**config.mk**
```make
export PLATFORM = sky130hd
export DESIGN_NAME = subtitle_cue_line_parser_unit
export DESIGN_NICKNAME = d
export VERILOG_FILES = /design/src/hw/rtl/sclp_pkg.sv /design/src/hw/rtl/subtitle_cue_line_parser_unit.sv /design/src/hw/rtl/sclp_parse.sv /design/src/hw/rtl/sclp_mul.sv /design/src/hw/rtl/sclp_emit.sv
export SDC_FILE = /design/constraint.sdc
export NUM_CORES = 2
export LEC_CHECK = 0
export BUFFER_PORTS_ARGS = -buffer_cell sky130_fd_sc_hd__clkbuf_2
export CAP_MARGIN = 20
export CELL_PAD_IN_SITES_DETAIL_PLACEMENT = 1
export CELL_PAD_IN_SITES_GLOBAL_PLACEMENT = 2
export CORE_ASPECT_RATIO = 1.25
export CORE_MARGIN = 8
export CORE_UTILIZATION = 47
export CTS_BUF_LIST = sky130_fd_sc_hd__clkbuf_8
export DETAILED_ROUTE_END_ITERATION = 6
export GPL_ROUTABILITY_DRIVEN = 0
export PLACE_DENSITY_LB_ADDON = 0.1
export RECOVER_POWER = 100
export SETUP_SLACK_MARGIN = 0.15
export SYNTH_ARGS = -nofsm -noshare
export SYNTH_HDL_FRONTEND = slang
export SYNTH_HIERARCHICAL = 1
export SYNTH_SLANG_ARGS = --single-unit
```
**constraint.sdc**
```tcl
create_clock -name aclk -period 71.8 [get_ports aclk]
set_clock_uncertainty 0.2 [all_clocks]
set_input_delay 21.54 -clock aclk [delete_from_list [all_inputs] [get_ports aclk]]
set_output_delay 21.54 -clock aclk [all_outputs]
set_load 0.005 [all_outputs]
```
**src/hw/rtl/sclp_pkg.sv**
```systemverilog
// ----------------------------------------------------------------------------
// Subtitle cue line parser package
// Shared types, character codes and result layout of the cue line parser.
// ----------------------------------------------------------------------------
`timescale 1ns / 1ps

package sclp_pkg;

    // Result kinds, carried on the result channel's tuser.
    typedef enum logic [1:0] {
        KIND_HEAD = 2'd0,
        KIND_TEXT = 2'd1,
        KIND_END  = 2'd2,
        KIND_REJ  = 2'd3
    } kind_t;

    // Reject causes.
    typedef enum logic [1:0] {
        RSN_LINE  = 2'd0,
        RSN_START = 2'd1,
        RSN_END   = 2'd2
    } reason_t;

    // What one input byte asks the expander to send.
    typedef enum logic [1:0] {
        OP_REJ       = 2'd0,
        OP_HEAD_TEXT = 2'd1,
        OP_CR_TEXT   = 2'd2,
        OP_END       = 2'd3
    } op_t;

    typedef struct packed {
        op_t        op;
        reason_t    rsn;
        logic [7:0] text;
        logic [3:0] cr_cnt;
    } desc_t;

    // Character codes.
    localparam logic [7:0] CH_NUL   = 8'h00;
    localparam logic [7:0] CH_LF    = 8'h0A;
    localparam logic [7:0] CH_CR    = 8'h0D;
    localparam logic [7:0] CH_ZERO  = 8'h30;
    localparam logic [7:0] CH_NINE  = 8'h39;
    localparam logic [7:0] CH_OPEN  = 8'h7B;
    localparam logic [7:0] CH_BAR   = 8'h7C;
    localparam logic [7:0] CH_CLOSE = 8'h7D;

    localparam logic [3:0] CR_MAX = 4'd15;

    // Milliseconds-per-frame register, unsigned Q10.16.
    localparam int          MPF_W     = 26;
    localparam logic [25:0] MPF_RESET = 26'd2621440;
    localparam int          Q_FRAC    = 16;
    localparam int          MS_W      = 32;

    // Result tdata layout, lowest bit first.
    localparam int TD_START_LSB = 0;
    localparam int TD_END_LSB   = 32;
    localparam int TD_TEXT_LSB  = 64;
    localparam int TD_RSN_LSB   = 72;
    localparam int TD_PAD_W     = 6;
    localparam int M_TDATA_W    = 80;
    localparam int S_TDATA_W    = 8;

    // Configuration port.
    localparam int         APB_DATA_W  = 32;
    localparam int         PADDR_W     = 3;
    localparam logic [0:0] REG_MPF_IDX = 1'b0;

endpackage

```
**src/hw/rtl/subtitle_cue_line_parser_unit.sv**
```systemverilog
// ----------------------------------------------------------------------------
// Subtitle cue line parser: each request passes the parse, scale and expand registers.
// Throughput: one byte per cycle unless backed up; multi-result bytes hold the expander.
// Reset (aresetn low, synchronous) empties all stages and restores 40 ms per frame.
// ----------------------------------------------------------------------------
`timescale 1ns / 1ps

// The block parses a frame-numbered subtitle file one byte at a time. Each
// line reads {start}{end}text. A good line produces a cue header carrying the
// start and end times in milliseconds, then its text bytes, then a cue end.
// A malformed line produces a single reject result with a reason code.
//
// Datapath, one register between each part:
//   parse   - line state machine. Every accepted byte updates the line state
//             and, if it causes any result, leaves one request in the parse
//             register. Bytes that cause nothing do not occupy the pipeline.
//   scale   - both frame numbers are multiplied by the milliseconds-per-frame
//             register into full-width products.
//   expand  - a request is unrolled into one to sixteen results (a reject, a
//             cue end, a header and a text byte, or held-back CRs followed by
//             a text byte), one per cycle into the output register while it has room.
// The stages pass a request on as soon as the stage downstream has room, so
// the parser keeps taking bytes while any request register ahead of it is
// free. The input stalls only when a multi-result request being unrolled or
// a result held in the output register has backed up every register between
// the parser and the output.

module subtitle_cue_line_parser_unit #(
    parameter int FRAME_BITS = 24
) (
    input  logic                                 aclk,
    input  logic                                 aresetn,
    // Input byte stream.
    input  logic                                 s_tvalid,
    output logic                                 s_tready,
    input  logic [sclp_pkg::S_TDATA_W-1:0]       s_tdata,   // [7:0] data_byte
    input  logic                                 s_tuser,   // [0] end_of_file
    // Result stream.
    output logic                                 m_tvalid,
    input  logic                                 m_tready,
    output logic [sclp_pkg::M_TDATA_W-1:0]       m_tdata,   // [31:0] start_ms,
                                                            // [63:32] end_ms,
                                                            // [71:64] text_byte,
                                                            // [73:72] reason,
                                                            // [79:74] zero
    output logic [1:0]                           m_tuser,   // [1:0] kind
    output logic                                 m_tlast,   // last result of a byte
    // Configuration port.
    input  logic                                 psel,
    input  logic                                 penable,
    input  logic                                 pwrite,
    input  logic [sclp_pkg::PADDR_W-1:0]         paddr,
    input  logic [sclp_pkg::APB_DATA_W-1:0]      pwdata,
    output logic [sclp_pkg::APB_DATA_W-1:0]      prdata,
    output logic                                 pready
);
    import sclp_pkg::*;

    localparam int PW = FRAME_BITS + MPF_W;

    // Milliseconds per frame, unsigned Q10.16. Software must write it only while the
    // stream is idle (the block does not enforce it); the scale stage has no hold logic.
    logic [MPF_W-1:0] mpf_reg;
    logic             mpf_sel;
    logic             cfg_write;

    assign pready    = 1'b1;
    assign mpf_sel   = (paddr[PADDR_W-1:2] == REG_MPF_IDX);
    assign cfg_write = psel && penable && pwrite && pready;

    always_ff @(posedge aclk) begin
        if (!aresetn) begin
            mpf_reg <= MPF_RESET;
        end else if (cfg_write && mpf_sel) begin
            mpf_reg <= pwdata[MPF_W-1:0];
        end
    end

    assign prdata = mpf_sel ? {{(APB_DATA_W-MPF_W){1'b0}}, mpf_reg} : '0;

    // Parse stage to scale stage.
    logic                  p_valid, p_ready;
    desc_t                 p_desc;
    logic [FRAME_BITS-1:0] p_start_frame, p_end_frame;

    // Scale stage to expander.
    logic                  x_valid, x_ready;
    desc_t                 x_desc;
    logic [PW-1:0]         x_start_prod, x_end_prod;

    kind_t                 out_kind;

    sclp_parse #(
        .FRAME_BITS      (FRAME_BITS)
    ) u_parse (
        .aclk            (aclk),
        .aresetn         (aresetn),
        .in_valid        (s_tvalid),
        .in_ready        (s_tready),
        .in_byte         (s_tdata),
        .in_eof          (s_tuser),
        .out_valid       (p_valid),
        .out_ready       (p_ready),
        .out_desc        (p_desc),
        .out_start_frame (p_start_frame),
        .out_end_frame   (p_end_frame)
    );

    sclp_mul #(
        .FRAME_BITS      (FRAME_BITS)
    ) u_mul (
        .aclk            (aclk),
        .aresetn         (aresetn),
        .in_valid        (p_valid),
        .in_ready        (p_ready),
        .in_desc         (p_desc),
        .in_start_frame  (p_start_frame),
        .in_end_frame    (p_end_frame),
        .ms_per_frame    (mpf_reg),
        .out_valid       (x_valid),
        .out_ready       (x_ready),
        .out_desc        (x_desc),
        .out_start_prod  (x_start_prod),
        .out_end_prod    (x_end_prod)
    );

    sclp_emit #(
        .FRAME_BITS      (FRAME_BITS)
    ) u_emit (
        .aclk            (aclk),
        .aresetn         (aresetn),
        .in_valid        (x_valid),
        .in_ready        (x_ready),
        .in_desc         (x_desc),
        .in_start_prod   (x_start_prod),
        .in_end_prod     (x_end_prod),
        .out_valid       (m_tvalid),
        .out_ready       (m_tready),
        .out_kind        (out_kind),
        .out_data        (m_tdata),
        .out_last        (m_tlast)
    );

    assign m_tuser = out_kind;

endmodule

```
**src/hw/rtl/sclp_parse.sv**
```systemverilog
// ----------------------------------------------------------------------------
// Cue line parser front end
// Line state machine; turns each accepted byte into at most one request.
// ----------------------------------------------------------------------------
`timescale 1ns / 1ps

module sclp_parse #(
    parameter int FRAME_BITS = 24
) (
    input  logic                  aclk,
    input  logic                  aresetn,
    input  logic                  in_valid,
    output logic                  in_ready,
    input  logic [7:0]            in_byte,
    input  logic                  in_eof,
    output logic                  out_valid,
    input  logic                  out_ready,
    output sclp_pkg::desc_t       out_desc,
    output logic [FRAME_BITS-1:0] out_start_frame,
    output logic [FRAME_BITS-1:0] out_end_frame
);
    import sclp_pkg::*;

    typedef enum logic [9:0] {
        PH_LINE       = 10'b00_0000_0001,
        PH_OPEN       = 10'b00_0000_0010,
        PH_SDIG       = 10'b00_0000_0100,
        PH_SCLOSE     = 10'b00_0000_1000,
        PH_EDIG       = 10'b00_0001_0000,
        PH_EDIG_OVF   = 10'b00_0010_0000,
        PH_ECLOSE     = 10'b00_0100_0000,
        PH_ECLOSE_OVF = 10'b00_1000_0000,
        PH_TEXT       = 10'b01_0000_0000,
        PH_SKIP       = 10'b10_0000_0000
    } phase_t;

    phase_t                phase_reg, phase_next;
    logic [FRAME_BITS-1:0] start_frame_reg, start_frame_next;
    logic [FRAME_BITS-1:0] end_frame_reg, end_frame_next;
    logic                  start_ovf_reg, start_ovf_next;
    logic [3:0]            cr_cnt_reg, cr_cnt_next;

    logic                  p_valid_reg;
    desc_t                 p_desc_reg;
    logic [FRAME_BITS-1:0] p_sf_reg;
    logic [FRAME_BITS-1:0] p_ef_reg;

    logic                  accept;
    logic                  emit;
    desc_t                 desc_next;
    logic                  is_dig;
    logic [3:0]            digit;
    logic [7:0]            text_map;
    logic [FRAME_BITS+3:0] s_ext, s_x10;
    logic [FRAME_BITS+3:0] e_ext, e_x10;
    logic                  s_ovf, e_ovf;

    assign in_ready = !p_valid_reg || out_ready;
    assign accept   = in_valid && in_ready;

    assign is_dig   = (in_byte >= CH_ZERO) && (in_byte <= CH_NINE);
    assign digit    = in_byte[3:0];
    assign text_map = (in_byte == CH_BAR) ? CH_LF : in_byte;

    // Decimal accumulate: value * 10 + digit, overflow past FRAME_BITS bits.
    assign s_ext = {4'b0000, start_frame_reg};
    assign s_x10 = (s_ext << 3) + (s_ext << 1) + {{FRAME_BITS{1'b0}}, digit};
    assign s_ovf = |s_x10[FRAME_BITS+3:FRAME_BITS];
    assign e_ext = {4'b0000, end_frame_reg};
    assign e_x10 = (e_ext << 3) + (e_ext << 1) + {{FRAME_BITS{1'b0}}, digit};
    assign e_ovf = |e_x10[FRAME_BITS+3:FRAME_BITS];

    always_comb begin
        phase_next       = phase_reg;
        start_frame_next = start_frame_reg;
        end_frame_next   = end_frame_reg;
        start_ovf_next   = start_ovf_reg;
        cr_cnt_next      = cr_cnt_reg;
        emit             = 1'b0;
        desc_next        = '{op: OP_REJ, rsn: RSN_LINE, text: 8'h00, cr_cnt: 4'd0};

        if (in_eof || in_byte == CH_LF) begin
            priority if (phase_reg == PH_TEXT) begin
                emit         = 1'b1;
                desc_next.op = OP_END;
            end else if (phase_reg == PH_ECLOSE || phase_reg == PH_ECLOSE_OVF) begin
                emit = in_eof;
            end else if (phase_reg != PH_LINE && phase_reg != PH_SKIP) begin
                emit = 1'b1;
            end else begin
                emit = 1'b0;
            end
            cr_cnt_next = 4'd0;
            phase_next  = PH_LINE;
        end else begin
            unique case (phase_reg)
                PH_LINE: begin
                    start_frame_next = '0;
                    end_frame_next   = '0;
                    start_ovf_next   = 1'b0;
                    cr_cnt_next      = 4'd0;
                    if (in_byte == CH_NUL || in_byte == CH_CR) begin
                        phase_next = PH_SKIP;
                    end else if (in_byte == CH_OPEN) begin
                        phase_next = PH_OPEN;
                    end else begin
                        emit       = 1'b1;
                        phase_next = PH_SKIP;
                    end
                end
                PH_OPEN: begin
                    if (is_dig) begin
                        start_frame_next = FRAME_BITS'(digit);
                        phase_next       = PH_SDIG;
                    end else begin
                        emit       = 1'b1;
                        phase_next = PH_SKIP;
                    end
                end
                PH_SDIG: begin
                    if (is_dig) begin
                        if (!start_ovf_reg) begin
                            if (s_ovf) begin
                                start_ovf_next = 1'b1;
                            end else begin
                                start_frame_next = s_x10[FRAME_BITS-1:0];
                            end
                        end
                    end else if (in_byte == CH_CLOSE) begin
                        phase_next = PH_SCLOSE;
                    end else begin
                        emit       = 1'b1;
                        phase_next = PH_SKIP;
                    end
                end
                PH_SCLOSE: begin
                    if (in_byte == CH_OPEN && !start_ovf_reg) begin
                        end_frame_next = '0;
                        phase_next     = PH_EDIG;
                    end else begin
                        emit          = 1'b1;
                        desc_next.rsn = (in_byte == CH_OPEN) ? RSN_START : RSN_LINE;
                        phase_next    = PH_SKIP;
                    end
                end
                PH_EDIG, PH_EDIG_OVF: begin
                    if (is_dig) begin
                        if (phase_reg == PH_EDIG) begin
                            if (e_ovf) begin
                                phase_next = PH_EDIG_OVF;
                            end else begin
                                end_frame_next = e_x10[FRAME_BITS-1:0];
                            end
                        end
                    end else if (in_byte == CH_CLOSE) begin
                        phase_next = (phase_reg == PH_EDIG) ? PH_ECLOSE : PH_ECLOSE_OVF;
                    end else begin
                        emit       = 1'b1;
                        phase_next = PH_SKIP;
                    end
                end
                PH_ECLOSE, PH_ECLOSE_OVF: begin
                    if (in_byte == CH_NUL) begin
                        emit       = 1'b1;
                        phase_next = PH_SKIP;
                    end else if (in_byte == CH_CR) begin
                        phase_next = PH_SKIP;
                    end else if (phase_reg == PH_ECLOSE_OVF) begin
                        emit          = 1'b1;
                        desc_next.rsn = RSN_END;
                        phase_next    = PH_SKIP;
                    end else begin
                        emit           = 1'b1;
                        desc_next.op   = OP_HEAD_TEXT;
                        desc_next.text = text_map;
                        cr_cnt_next    = 4'd0;
                        phase_next     = PH_TEXT;
                    end
                end
                PH_TEXT: begin
                    if (in_byte == CH_CR) begin
                        if (cr_cnt_reg < CR_MAX) begin
                            cr_cnt_next = cr_cnt_reg + 4'd1;
                        end
                    end else if (in_byte == CH_NUL) begin
                        emit         = 1'b1;
                        desc_next.op = OP_END;
                        cr_cnt_next  = 4'd0;
                        phase_next   = PH_SKIP;
                    end else begin
                        emit             = 1'b1;
                        desc_next.op     = OP_CR_TEXT;
                        desc_next.text   = text_map;
                        desc_next.cr_cnt = cr_cnt_reg;
                        cr_cnt_next      = 4'd0;
                    end
                end
                PH_SKIP: begin
                    phase_next = PH_SKIP;
                end
                default: begin
                    phase_next = PH_SKIP;
                end
            endcase
        end
    end

    always_ff @(posedge aclk) begin
        if (!aresetn) begin
            phase_reg       <= PH_LINE;
            start_frame_reg <= '0;
            end_frame_reg   <= '0;
            start_ovf_reg   <= 1'b0;
            cr_cnt_reg      <= 4'd0;
        end else if (accept) begin
            phase_reg       <= phase_next;
            start_frame_reg <= start_frame_next;
            end_frame_reg   <= end_frame_next;
            start_ovf_reg   <= start_ovf_next;
            cr_cnt_reg      <= cr_cnt_next;
        end
    end

    always_ff @(posedge aclk) begin
        if (!aresetn) begin
            p_valid_reg <= 1'b0;
        end else if (in_ready) begin
            p_valid_reg <= accept && emit;
        end
    end

    always_ff @(posedge aclk) begin
        if (in_ready) begin
            p_desc_reg <= desc_next;
            p_sf_reg   <= start_frame_reg;
            p_ef_reg   <= end_frame_reg;
        end
    end

    assign out_valid       = p_valid_reg;
    assign out_desc        = p_desc_reg;
    assign out_start_frame = p_sf_reg;
    assign out_end_frame   = p_ef_reg;

endmodule

```
**src/hw/rtl/sclp_mul.sv**
```systemverilog
// ----------------------------------------------------------------------------
// Cue line parser frame scaler
// Multiplies both frame numbers by the milliseconds-per-frame register.
// ----------------------------------------------------------------------------
`timescale 1ns / 1ps

module sclp_mul #(
    parameter int FRAME_BITS = 24
) (
    input  logic                                 aclk,
    input  logic                                 aresetn,
    input  logic                                 in_valid,
    output logic                                 in_ready,
    input  sclp_pkg::desc_t                      in_desc,
    input  logic [FRAME_BITS-1:0]                in_start_frame,
    input  logic [FRAME_BITS-1:0]                in_end_frame,
    input  logic [sclp_pkg::MPF_W-1:0]           ms_per_frame,
    output logic                                 out_valid,
    input  logic                                 out_ready,
    output sclp_pkg::desc_t                      out_desc,
    output logic [FRAME_BITS+sclp_pkg::MPF_W-1:0] out_start_prod,
    output logic [FRAME_BITS+sclp_pkg::MPF_W-1:0] out_end_prod
);
    import sclp_pkg::*;

    localparam int PW = FRAME_BITS + MPF_W;

    logic          m_valid_reg;
    desc_t         m_desc_reg;
    logic [PW-1:0] m_sp_reg, m_sp_next;
    logic [PW-1:0] m_ep_reg, m_ep_next;

    assign in_ready = !m_valid_reg || out_ready;

    assign m_sp_next = {{MPF_W{1'b0}}, in_start_frame} * {{FRAME_BITS{1'b0}}, ms_per_frame};
    assign m_ep_next = {{MPF_W{1'b0}}, in_end_frame} * {{FRAME_BITS{1'b0}}, ms_per_frame};

    always_ff @(posedge aclk) begin
        if (!aresetn) begin
            m_valid_reg <= 1'b0;
        end else if (in_ready) begin
            m_valid_reg <= in_valid;
        end
    end

    always_ff @(posedge aclk) begin
        if (in_ready) begin
            m_desc_reg <= in_desc;
            m_sp_reg   <= m_sp_next;
            m_ep_reg   <= m_ep_next;
        end
    end

    assign out_valid      = m_valid_reg;
    assign out_desc       = m_desc_reg;
    assign out_start_prod = m_sp_reg;
    assign out_end_prod   = m_ep_reg;

endmodule

```
**src/hw/rtl/sclp_emit.sv**
```systemverilog
// ----------------------------------------------------------------------------
// Cue line parser result expander
// Unrolls each request into its results and holds them in the output register.
// ----------------------------------------------------------------------------
`timescale 1ns / 1ps

module sclp_emit #(
    parameter int FRAME_BITS = 24
) (
    input  logic                                  aclk,
    input  logic                                  aresetn,
    input  logic                                  in_valid,
    output logic                                  in_ready,
    input  sclp_pkg::desc_t                       in_desc,
    input  logic [FRAME_BITS+sclp_pkg::MPF_W-1:0] in_start_prod,
    input  logic [FRAME_BITS+sclp_pkg::MPF_W-1:0] in_end_prod,
    output logic                                  out_valid,
    input  logic                                  out_ready,
    output sclp_pkg::kind_t                       out_kind,
    output logic [sclp_pkg::M_TDATA_W-1:0]        out_data,
    output logic                                  out_last
);
    import sclp_pkg::*;

    localparam int PW = FRAME_BITS + MPF_W;

    logic                 em_valid_reg;
    desc_t                em_desc_reg;
    logic [PW-1:0]        em_sp_reg;
    logic [PW-1:0]        em_ep_reg;
    logic [3:0]           em_idx_reg;

    logic                 o_valid_reg;
    kind_t                o_kind_reg;
    logic [M_TDATA_W-1:0] o_data_reg;
    logic                 o_last_reg;

    kind_t                res_kind;
    logic [MS_W-1:0]      res_start, res_end;
    logic [7:0]           res_text;
    logic [1:0]           res_rsn;
    logic                 res_last;
    logic [M_TDATA_W-1:0] res_data;
    logic                 out_load;
    logic                 em_pop;

    // Drop the fraction and saturate at the top of the 32-bit range.
    function automatic logic [MS_W-1:0] to_ms(input logic [PW-1:0] prod);
        logic [PW+MS_W-1:0] ext;
        ext = {{MS_W{1'b0}}, prod};
        if (|ext[PW+MS_W-1:Q_FRAC+MS_W]) begin
            return '1;
        end
        return ext[Q_FRAC+MS_W-1:Q_FRAC];
    endfunction

    always_comb begin
        res_kind  = KIND_TEXT;
        res_start = '0;
        res_end   = '0;
        res_text  = 8'h00;
        res_rsn   = 2'd0;
        res_last  = 1'b0;
        unique case (em_desc_reg.op)
            OP_REJ: begin
                res_kind = KIND_REJ;
                res_rsn  = em_desc_reg.rsn;
                res_last = 1'b1;
            end
            OP_END: begin
                res_kind = KIND_END;
                res_last = 1'b1;
            end
            OP_HEAD_TEXT: begin
                if (em_idx_reg == 4'd0) begin
                    res_kind  = KIND_HEAD;
                    res_start = to_ms(em_sp_reg);
                    res_end   = to_ms(em_ep_reg);
                end else begin
                    res_text = em_desc_reg.text;
                    res_last = 1'b1;
                end
            end
            OP_CR_TEXT: begin
                if (em_idx_reg < em_desc_reg.cr_cnt) begin
                    res_text = CH_CR;
                end else begin
                    res_text = em_desc_reg.text;
                    res_last = 1'b1;
                end
            end
            default: begin
                res_last = 1'b1;
            end
        endcase
    end

    assign res_data = {{TD_PAD_W{1'b0}}, res_rsn, res_text, res_end, res_start};

    assign out_load = em_valid_reg && (!o_valid_reg || out_ready);
    assign em_pop   = out_load && res_last;
    assign in_ready = !em_valid_reg || em_pop;

    always_ff @(posedge aclk) begin
        if (!aresetn) begin
            em_valid_reg <= 1'b0;
            em_idx_reg   <= 4'd0;
        end else if (in_ready) begin
            em_valid_reg <= in_valid;
            em_idx_reg   <= 4'd0;
        end else if (out_load) begin
            em_idx_reg <= em_idx_reg + 4'd1;
        end
    end

    always_ff @(posedge aclk) begin
        if (in_ready) begin
            em_desc_reg <= in_desc;
            em_sp_reg   <= in_start_prod;
            em_ep_reg   <= in_end_prod;
        end
    end

    always_ff @(posedge aclk) begin
        if (!aresetn) begin
            o_valid_reg <= 1'b0;
        end else if (out_load) begin
            o_valid_reg <= 1'b1;
        end else if (out_ready) begin
            o_valid_reg <= 1'b0;
        end
    end

    always_ff @(posedge aclk) begin
        if (out_load) begin
            o_kind_reg <= res_kind;
            o_data_reg <= res_data;
            o_last_reg <= res_last;
        end
    end

    assign out_valid = o_valid_reg;
    assign out_kind  = o_kind_reg;
    assign out_data  = o_data_reg;
    assign out_last  = o_last_reg;

endmodule

```
==> qor.csv <==
stage;metric;value;unit
run_status;status;finished, violations left;
run_status;violations;capacitance limit, slew limit;
timing;fin_ws;25180;ps
pwr;power.density;8.01;mW/mm^2
drt;wl_met2;87800;um
synthesis;syn-instance-count;6049;
clock_tree;clk_latency;770;ps
setup_path;worstPathCellList;clkbuf_2 -> nor2b_1 -> o21ai_4 -> nand2b_1 -> nand2b_1 -> clkbuf_1;
timing;tns;0;ps
drt;met1_length;68500;um
floorplan;ios;169;
floorplan;die-area;0.137;sq mm
setup_path;criticalPathCategory;input port to primary output;
cells_and_area;largest_reg_flops;74;
clock_tree;clk_path_buf_depth;3;
floorplan;die_y;412;um
clock_tree;htreeDepth;3;
drt;wire_per_inst;22.1;um
synthesis;netlist_area;0.0588;sq mm
clock_tree;cts_resized;0;
global_routing;gr-total-overflow;0;
clock_tree;numCtsBuffers;70;
drt;top_layer;met5;
pwr;switching_power;127;uW
timing;period_needed;46620;ps
cells_and_area;drive_gt1_share;4.61;%
global_routing;grt_pass1_wl;270000;um
timing;setup_viol_count_final;0;
setup_path;crit_path_frequent_cell;nand2b_1;
pwr;netSwitchingFraction;25.5;%
timing;fin_crit_sh;64.9;%
setup_path;startpoint_type;input port;
timing;hold_viol_final;0;
setup_path;cp_slowest_stage_delay;1110;ps
drt;drtIter0Drc;1957;
setup_path;critical_path_required;50060;ps
setup_path;cp_slowest_cell;nand2b_1;
timing;drv_slew;484;
drt;drt_wl_total;170000;um
clock_tree;post_cts_buffers;0;
clock_tree;cts_hold_buf;0;
drt;route.met3.wl;8240;um
global_routing;grt_pass1_vias;47874;
place;portBuffers;147;
hold_path;hold_path_class;flip-flop to flip-flop;
synthesis;syn-mean-instance-area;9.73;sq um
clock_tree;clockRootBuffer;clkbuf_8;
global_routing;antenna_found_initial;11;
global_routing;grt_max_degree;65;
clock_tree;cts_sinks;406;
clock_tree;cts_tree;yes;
drt;viasPerCell;5.44;
floorplan;initial_core_util;47.2;%
pwr;ir_drop;0.0140;mV
drt;drc;0;
pwr;pwr-share-comb;4.7;%
cells_and_area;fillCellCount;14032;
pwr;clockPowerShare;44.2;%
cells_and_area;final_common_cell;inv_1;
pwr;power_frac_seq;51.1;%
job;cap_violations;13;
drt;vias;41847;
place;dp_slack;26480;ps
floorplan;coreArea;0.125;sq mm
cells_and_area;area_growth;5.52;%
timing;rsz0062_at_grt;no;
pwr;p_int;370;uW
drt;dr.pass1.iters;5;
timing;max_slew_margin;-129;%
place;hpwl;126000;um
floorplan;die_w;332;um
synthesis;yosysWarnings;6;
pwr;p_leak;0.0305;uW
timing;worstMarginPinSlew;3430;ps
timing;max_freq;0.0215;GHz
setup_path;cp_max_fo;37;
cells_and_area;final_nets;7583;
clock_tree;clk_pin_slew;70;ps
cells_and_area;final_cell_mix;inv_1, fa_1, nand2_1;
global_routing;grt_use_total;25.3;%
setup_path;worstPathArrival;24880;ps
setup_path;endpoint_kind;primary output;
floorplan;placementRows;145;
drt;ant_nets;0;
-- area by class of cell --
type | instances | area [sq um] | share of cell area (%)
Multi-Input combinational cell | 4093 | 41600 | 66.9
Sequential cell | 406 | 11300 | 18.1
Inverter | 1226 | 4600 | 7.41
Tap cell | 1617 | 2020 | 3.26
Timing Repair Buffer | 224 | 1230 | 1.97
Clock buffer | 71 | 977 | 1.57
Clock inverter | 57 | 430 | 0.693
Antenna cell | 3 | 7.51 | 0.0121
-- worst paths after layout --
path                                        start                endpoint  slack (ps)  depth (start not counted)
worst max-delay path                     m_tready                s_tready       25180                          6
worst min-delay path            u_mul/out_desc[7]   u_emit/em_desc_reg[7]         190                          0
worst max register to register        mpf_reg[12]  u_mul/out_end_prod[48]       60670                         22
worst min register to register  u_mul/out_desc[7]   u_emit/em_desc_reg[7]         190                          0
-- power groups by stage --
stage | sequential (uW) | clock [uW] | combinational [uW]
final | 254 | 220 | 23.4
after global routing | 254 | 237 | 25.7
after CTS | 254 | 229 | 23.1
after detailed placement | 259 | 0 | 22.9
after global placement | 259 | 0 | 22.0
after floorplan | 256 | 0 | 14.6
-- per-layer routing --
layer	GRT usage, %	up-vias
met5	0	-
met1	31.0	21971
met2	45.5	1013
met4	8.45	2
met3	3.50	307
li1	-	18554
-- through the flow --
| stage | cell area (sq um) | utilization (%) | hold slack [ps] | power (uW) | instances |
|---|---|---|---|---|---|
| floorplan | 58900 | - | 200 | 271 | 6059 |
| global placement | 60900 | 48.8 | 201 | 281 | 7561 |
| detailed placement | 60900 | 48.8 | 206 | 282 | 7562 |
| CTS | 62300 | 50.0 | 168 | 507 | 7690 |
| global route | 62100 | 49.8 | 204 | 517 | 7695 |
| finish | 62100 | 49.8 | 190 | 497 | 7697 |
-- worst max-delay path, delay by kind of cell --
kind	cells	cell delay (ps)
buffers and inverters	2	380
AND/OR/NAND/NOR	3	2820
AO/OA/AOI/OAI	1	110
Power figures use the tool's default switching activity.
